===== src/hw/rtl/bitmap_page_frame_allocator_macros.svh =====
// Assertion helpers for the page allocator.
// Each expands to one labeled concurrent assertion clocked on clk,
// held off while rst_n is low.
`ifndef BITMAP_PAGE_FRAME_ALLOCATOR_MACROS_SVH
`define BITMAP_PAGE_FRAME_ALLOCATOR_MACROS_SVH

// Condition must hold in the same cycle as the trigger.
`define BPFA_ASSERT_SAME(label, trig, cond, msg) \
  label: assert property (@(posedge clk) disable iff (!rst_n) (trig) |-> (cond)) \
    else $error(msg);

// Condition must hold in the cycle after the trigger.
`define BPFA_ASSERT_NEXT(label, trig, cond, msg) \
  label: assert property (@(posedge clk) disable iff (!rst_n) (trig) |=> (cond)) \
    else $error(msg);

`endif


===== src/hw/rtl/bpfa_pkg.sv =====
package bpfa_pkg;

  // Geometry
  localparam int MAX_PAGES = 4096;
  localparam int WORD_BITS = 64;
  localparam int MAX_RUN   = 64;
  localparam int NWORDS    = MAX_PAGES / WORD_BITS;
  localparam int WB_W      = $clog2(WORD_BITS);
  localparam int WA_W      = $clog2(NWORDS);

  // Field widths
  localparam int CMD_W   = 2;
  localparam int LEN_W   = 7;
  localparam int IDX_W   = 12;
  localparam int PC_W    = 13;
  localparam int BASE_W  = 40;
  localparam int FRAME_W = 41;
  localparam int ST_W    = 2;

  // Command codes
  localparam logic [CMD_W-1:0] CMD_ALLOC = 2'd0;
  localparam logic [CMD_W-1:0] CMD_FREE  = 2'd1;
  localparam logic [CMD_W-1:0] CMD_QUERY = 2'd2;

  // Status codes
  localparam logic [ST_W-1:0] ST_OK      = 2'd0;
  localparam logic [ST_W-1:0] ST_NOSPACE = 2'd1;
  localparam logic [ST_W-1:0] ST_BAD     = 2'd2;

  // Configuration register indexes
  localparam logic CFG_BASE_FRAME = 1'b0;
  localparam logic CFG_PAGE_COUNT = 1'b1;

  typedef struct packed {
    logic [CMD_W-1:0] command;
    logic [LEN_W-1:0] run_length;
    logic [IDX_W-1:0] page_index;
  } bpfa_in_t;

  typedef struct packed {
    logic [ST_W-1:0]    status;
    logic [IDX_W-1:0]   first_index;
    logic [FRAME_W-1:0] frame;
    logic [PC_W-1:0]    used_count;
  } bpfa_out_t;

  // Controller to datapath
  typedef struct packed {
    logic            load;
    logic            rd_free;
    logic            scan_init;
    logic            scan_step;
    logic            hit_latch;
    logic            wr_hi;
    logic            wr_lo;
    logic            free_wr;
    logic            finish;
    logic            alloc_ok;
    logic [ST_W-1:0] status;
  } bpfa_ctl_t;

  // Datapath to controller
  typedef struct packed {
    logic is_alloc;
    logic is_free;
    logic bad;
    logic pc_zero;
    logic hit;
    logic last;
    logic lo_need;
  } bpfa_sts_t;

  // Window AND over len consecutive bits ending at each position.
  // Bits shifted in from below count as used.
  function automatic logic [2*WORD_BITS-1:0] run_window(
    input logic [2*WORD_BITS-1:0] v,
    input logic [LEN_W-1:0]       len
  );
    logic [2*WORD_BITS-1:0] p;
    logic [2*WORD_BITS-1:0] acc;
    p   = v;
    acc = '1;
    for (int j = 0; j < LEN_W; j++) begin
      if (len[j]) begin
        acc = p & (acc << (1 << j));
      end
      p = p & (p << (1 << j));
    end
    return acc;
  endfunction

  // Position of the lowest set bit
  function automatic logic [WB_W-1:0] lowest_set(input logic [WORD_BITS-1:0] v);
    logic [WB_W-1:0] pos;
    pos = '0;
    for (int i = WORD_BITS - 1; i >= 0; i--) begin
      if (v[i]) begin
        pos = WB_W'(i);
      end
    end
    return pos;
  endfunction

endpackage


===== src/hw/rtl/bpfa_ctrl.sv =====
module bpfa_ctrl import bpfa_pkg::*; (
  input  logic      clk,
  input  logic      rst_n,
  input  logic      start,
  output logic      busy,
  input  bpfa_sts_t sts,
  output bpfa_ctl_t ctl
);

  localparam logic [2:0] S_IDLE    = 3'd0;
  localparam logic [2:0] S_DECODE  = 3'd1;
  localparam logic [2:0] S_FREE    = 3'd2;
  localparam logic [2:0] S_SCAN    = 3'd3;
  localparam logic [2:0] S_MARK_HI = 3'd4;
  localparam logic [2:0] S_MARK_LO = 3'd5;

  logic [2:0] state_r;
  logic [2:0] state_nxt;

  // Next state and command decode
  always_comb begin
    state_nxt = state_r;
    ctl       = '0;
    ctl.status = ST_OK;
    unique case (state_r)
      S_IDLE: begin
        if (start) begin
          ctl.load  = 1'b1;
          state_nxt = S_DECODE;
        end
      end
      S_DECODE: begin
        if (sts.bad) begin
          ctl.finish = 1'b1;
          ctl.status = ST_BAD;
          state_nxt  = S_IDLE;
        end else if (sts.is_free) begin
          ctl.rd_free = 1'b1;
          state_nxt   = S_FREE;
        end else if (sts.is_alloc) begin
          if (sts.pc_zero) begin
            ctl.finish = 1'b1;
            ctl.status = ST_NOSPACE;
            state_nxt  = S_IDLE;
          end else begin
            ctl.scan_init = 1'b1;
            state_nxt     = S_SCAN;
          end
        end else begin
          // query
          ctl.finish = 1'b1;
          state_nxt  = S_IDLE;
        end
      end
      S_FREE: begin
        ctl.free_wr = 1'b1;
        ctl.finish  = 1'b1;
        state_nxt   = S_IDLE;
      end
      S_SCAN: begin
        if (sts.hit) begin
          ctl.hit_latch = 1'b1;
          state_nxt     = S_MARK_HI;
        end else if (sts.last) begin
          ctl.finish = 1'b1;
          ctl.status = ST_NOSPACE;
          state_nxt  = S_IDLE;
        end else begin
          ctl.scan_step = 1'b1;
        end
      end
      S_MARK_HI: begin
        ctl.wr_hi = 1'b1;
        if (sts.lo_need) begin
          state_nxt = S_MARK_LO;
        end else begin
          ctl.finish   = 1'b1;
          ctl.alloc_ok = 1'b1;
          state_nxt    = S_IDLE;
        end
      end
      S_MARK_LO: begin
        ctl.wr_lo    = 1'b1;
        ctl.finish   = 1'b1;
        ctl.alloc_ok = 1'b1;
        state_nxt    = S_IDLE;
      end
      default: begin
        state_nxt = S_IDLE;
      end
    endcase
  end

  always_ff @(posedge clk) begin
    if (!rst_n) begin
      state_r <= S_IDLE;
    end else begin
      state_r <= state_nxt;
    end
  end

  assign busy = (state_r != S_IDLE);

endmodule


===== config.mk =====
export PLATFORM = sky130hd
export DESIGN_NAME = bpfa_ctrl
export DESIGN_NICKNAME = d
export VERILOG_FILES = /design/src/hw/rtl/bitmap_page_frame_allocator_macros.svh /design/src/hw/rtl/bpfa_pkg.sv /design/src/hw/rtl/bpfa_ctrl.sv
export SDC_FILE = /design/constraint.sdc
export NUM_CORES = 1
export LEC_CHECK = 0
export BUFFER_PORTS_ARGS = -buffer_cell sky130_fd_sc_hd__clkbuf_2
export CORE_MARGIN = 2
export CORE_UTILIZATION = 25
export DETAILED_ROUTE_END_ITERATION = 12
export MAX_ROUTING_LAYER = met4
export SLEW_MARGIN = 30
export SYNTH_ARGS = -nofsm -noshare
export SYNTH_HDL_FRONTEND = slang
export SYNTH_SLANG_ARGS = --single-unit

===== constraint.sdc =====
create_clock -name clk -period 1.7 [get_ports clk]
set_input_delay 0.34 -clock clk [delete_from_list [all_inputs] [get_ports clk]]
set_output_delay 0.34 -clock clk [all_outputs]
set_load 0.01 [all_outputs]

# Yosys cells after proc, flatten, opt, wreduce, memory -nomap -nowiden
# Cells that the tools add are included.
dict set report classes {
  n_eq_ne 7
  mux 40
  reduce_logical 4
}
# op count
set op_table {}
lappend op_table {{1-bit 2-to-1 mux} 23}
lappend op_table {{3-bit 2-to-1 mux} 6}
lappend op_table {{2-bit 2-to-1 mux} 7}
lappend op_table {{3-bit case mux with 4 select lines} 1}
lappend op_table {{3-bit by 2-bit equality test with 1-bit output (second input constant)} 2}
lappend op_table {{3-bit equality test (second input constant)} 2}
lappend op_table {{1-bit case mux with 4 select lines} 1}
lappend op_table {{2-bit case mux with 2 select lines} 1}
lappend op_table {{3-bit by 1-bit equality test with 1-bit output (second input constant)} 1}
lappend op_table {{3-bit logical NOT} 1}
lappend op_table {{3-bit != test (second input constant)} 1}
lappend op_table {{3-bit nonzero test} 1}
lappend op_table {{2-bit != test (second input constant)} 1}
lappend op_table {{1-bit case mux with 2 select lines} 1}
lappend op_table {{2-bit AND reduction} 1}
lappend op_table {{2-bit OR reduction} 1}
dict set report totals {
  register_bits 3
  input_bits 10
  out_inout_bits 13
  wordCells 52
}

# Longest topological paths before layout
dict set report depth {
  depth_word 5
  depth_mapped 4
  mapped_depth_nobuf 3
}

# Worst setup path after synthesis
# Ideal clock, no wire load.
dict set report synth_path {
  path_type {register -> output}
  start {reg state_r[1]}
  end {out ctl[0] (netlist bit)}
  t_arrival_ps 1260
  required_ps 1360
  path_slack_ps 100
  stages_incl_launch_ff 3
  n_path_buf 0
  path_cell_list {dfxtp_1 > or4b_4 > o32ai_1}
}
# item line
set synth_rtl {}
lappend synth_rtl {{from (decl)} bpfa_ctrl.sv:17} ;# logic [2:0] state_r;
lappend synth_rtl {{from (signal assigned)} bpfa_ctrl.sv:98} ;# state_r <= state_nxt;
lappend synth_rtl {{to (decl)} bpfa_ctrl.sv:7} ;# output bpfa_ctl_t ctl

==> results.sh <==
export IMPL_cts_root_buf="clkbuf_4"
export IMPL_min_period_over_period_pct=105.4
export IMPL_endpoint_kind="primary output"
export IMPL_dp_final_hpwl_um=775
export IMPL_first_global_vias=450
export IMPL_worstSetupPathType="reg2out"
export IMPL_drive_gt1_share_pct=57.89
export IMPL_drtPass1Iterations=4
export IMPL_io_buffers=22
export IMPL_fin_skew_ns=0.001476
export IMPL_viasPerCell=4.956
export IMPL_rsz0062_at_grt="yes"
export IMPL_holdPathEnd="state_r[1]$_SDFFE_PN0P_"
export IMPL_multiInputGateArea_um2=279.0
export IMPL_synth_ff_type="dfxtp_1"
export IMPL_reg2reg_depth=5
export IMPL_ant_nets=0
export IMPL_largest_register="state_r"
export IMPL_max_cap_violations=0
export IMPL_synth_avg_cell_area_um2=7.181
export IMPL_synth_area_um2=330.3
export IMPL_power_w=0.0002982
export IMPL_ir_drop_uv=195.8
export IMPL_holdPathStages=2
export IMPL_hold_violations=0
export IMPL_final_cell_mix="clkbuf_2, nor2_1, inv_1, buf_2, buf_4"
export IMPL_p_leak_nw=0.2795
export IMPL_syn_instance_count=46
export IMPL_grt_start_max_net_pins=13
export IMPL_async_reset_ff_share_pct=0
export IMPL_num_io_pins=23
export IMPL_numCtsBuffers=3
export IMPL_routed_wl_um=1040
export IMPL_slew_violations=0
export IMPL_rr_endpoint="state_r[0]$_SDFFE_PN0P_"
export IMPL_largest_reg_flops=3
export IMPL_grt_usage_pct=15.89
export IMPL_hold_path_startpoint="rst_n"
export IMPL_violations="negative setup slack"
export IMPL_initial_utilization_pct=26.04
export IMPL_cp_max_fo=3
export IMPL_r2r_start="state_r[2]$_SDFFE_PN0P_"
export IMPL_clk_latency_ns=0.23
export IMPL_die_w_um=40.35
export IMPL_yosysUniqueCellTypes=25
export IMPL_ff2ff_setup_slack_ns=0.08
export IMPL_core_area_um2=1269
export IMPL_dieArea_um2=1628
export IMPL_synth_nets=56
export IMPL_clockBufferDepth=2
export IMPL_crit_path_start_kind="register"
export IMPL_vias=451
export IMPL_syn_to_final_growth_pct=73.86
export IMPL_num_rows=13
export IMPL_finalSetupViolCount=3
export IMPL_cp_required_ns=1.36
export IMPL_routedWlPerCell_um=11.43
export IMPL_antenna_found_initial=0
export IMPL_slew_headroom_pct=71.46
export IMPL_outcome="finished, violations left"
export IMPL_finalSetupTns_ns=-0.1779
export IMPL_final_common_cell="clkbuf_2"
export IMPL_max_freq_mhz=558.2
export IMPL_synth_edf_count=0
export IMPL_drc=0
export IMPL_register_area_um2=61.31
export IMPL_grt_ovfl_total=0
export IMPL_synth_seq_cells=3
export IMPL_path_clk_slew_ns=0.04
export IMPL_setup_ws_ns=-0.09157
export IMPL_post_route_util_pct=45.27
export IMPL_tightest_slew_ns=0.4174
export IMPL_yosysSeqAreaShare_pct=18.18
export IMPL_cellPowerDensity_nw_per_um2=519.3
export IMPL_cts_tree="done"
export IMPL_reg_top3="state_r x3"
export IMPL_cp_arrival_ns=1.45
export IMPL_dp_slack_ns=-0.04506
export IMPL_cts_sinks=3
export IMPL_fillers=143
export IMPL_antenna_cells=0
export IMPL_yosysWarnings=0
export IMPL_drt_initial_drc_count=9
export IMPL_grt_pass1_wl_um=1731
export IMPL_period_minus_slack_ns=1.792
export IMPL_cts_htree_levels=1
export IMPL_die_h_um=40.35
export IMPL_gp_congestion=0.7820
export IMPL_hold_path_class="in2reg"
export IMPL_cts_hold_buffers_added=0
export IMPL_fin_nets=87
==> per-stage QoR <==
| step | instance area (µm²) | std cells | hold slack, ns |
|---|---|---|---|
| global placement | 490.5 | 86 | 0.6066 |
| finish | 574.3 | 91 | 0.3642 |
| floorplan | 330.3 | 46 | 0.4658 |
| CTS | 544.3 | 91 | 0.3581 |
| global route | 574.3 | 91 | 0.3624 |
| detailed placement | 490.5 | 86 | 0.6004 |
==> repair_timing <==
| action | in CTS | in global routing |
|---|---|---|
| setup endpoints to repair | 4 | 7 |
| resized for setup | 4 | 13 |
| setup buffers | 1 | 0 |
| pin swaps | 2 | 0 |
==> layout make-up <==
cell class	count	share of cell area, %
inverter	5	3.268
multi-input combinational	35	48.58
clock buffer	4	4.575
sequential	3	10.68
tap	15	3.268
timing repair buffer	29	29.63
==> per-layer routing <==
layer  routed length [µm]  track usage, %  vias to the layer above
met5                    0               -                        -
met4                    0           5.000                        0
met3                   38           1.667                        0
met2                  557           31.35                       12
met1                  444           15.79                      210
li1                     -               -                      229
==> critical path: stages (launching register included) <==
cell	delay, ns
dfxtp_2	0.31
or4b_4	0.54
o32ai_2	0.21
buf_2	0.17
==> where the power goes <==
group / switching [W] / internal (W)
logic: 0.0000495 / 0.0000503
registers: 0.00000177 / 0.0000737
clock network: 0.0000351 / 0.0000878
==> cell families (layout without fill, tap and decap cells) <==
group                  Yosys count  count (layout)  share of synthesized area (%)
flip-flops                       3               3                          18.18
buffers and inverters            8              38                          9.848
AND/OR/NAND/NOR                 24              24                          41.67
AO/OA/AOI/OAI                   11              11                          30.30
==> synthesized netlist by cell type (2+ instances only) <==
cell type / n / area share [%]
nor2_1: 8 / 9.1
inv_1: 5 / 5.7
dfxtp_1: 3 / 18
nand2b_1: 3 / 5.7
a211oi_1: 2 / 4.5
buf_2: 2 / 3.0
nand2_1: 2 / 2.3
nor3_1: 2 / 3.0
nor3b_1: 2 / 4.5
o32ai_1: 2 / 5.3
==> worst max-delay path by stage <==
| stage | start | endpoint |
|---|---|---|
| 3_3_place_gp | sts[4] | ctl[0] |
| 3_5_place_dp | sts[4] | ctl[0] |
| 6_report | state_r[2]$_SDFFE_PN0P_ | ctl[0] |
| 5_1_grt | state_r[2]$_SDFFE_PN0P_ | ctl[0] |
| 4_1_cts | state_r[2]$_SDFFE_PN0P_ | ctl[0] |
| 2_1_floorplan | state_r[1]$_SDFFE_PN0P_ | ctl[0] |
(Power assumes the default switching activity.)
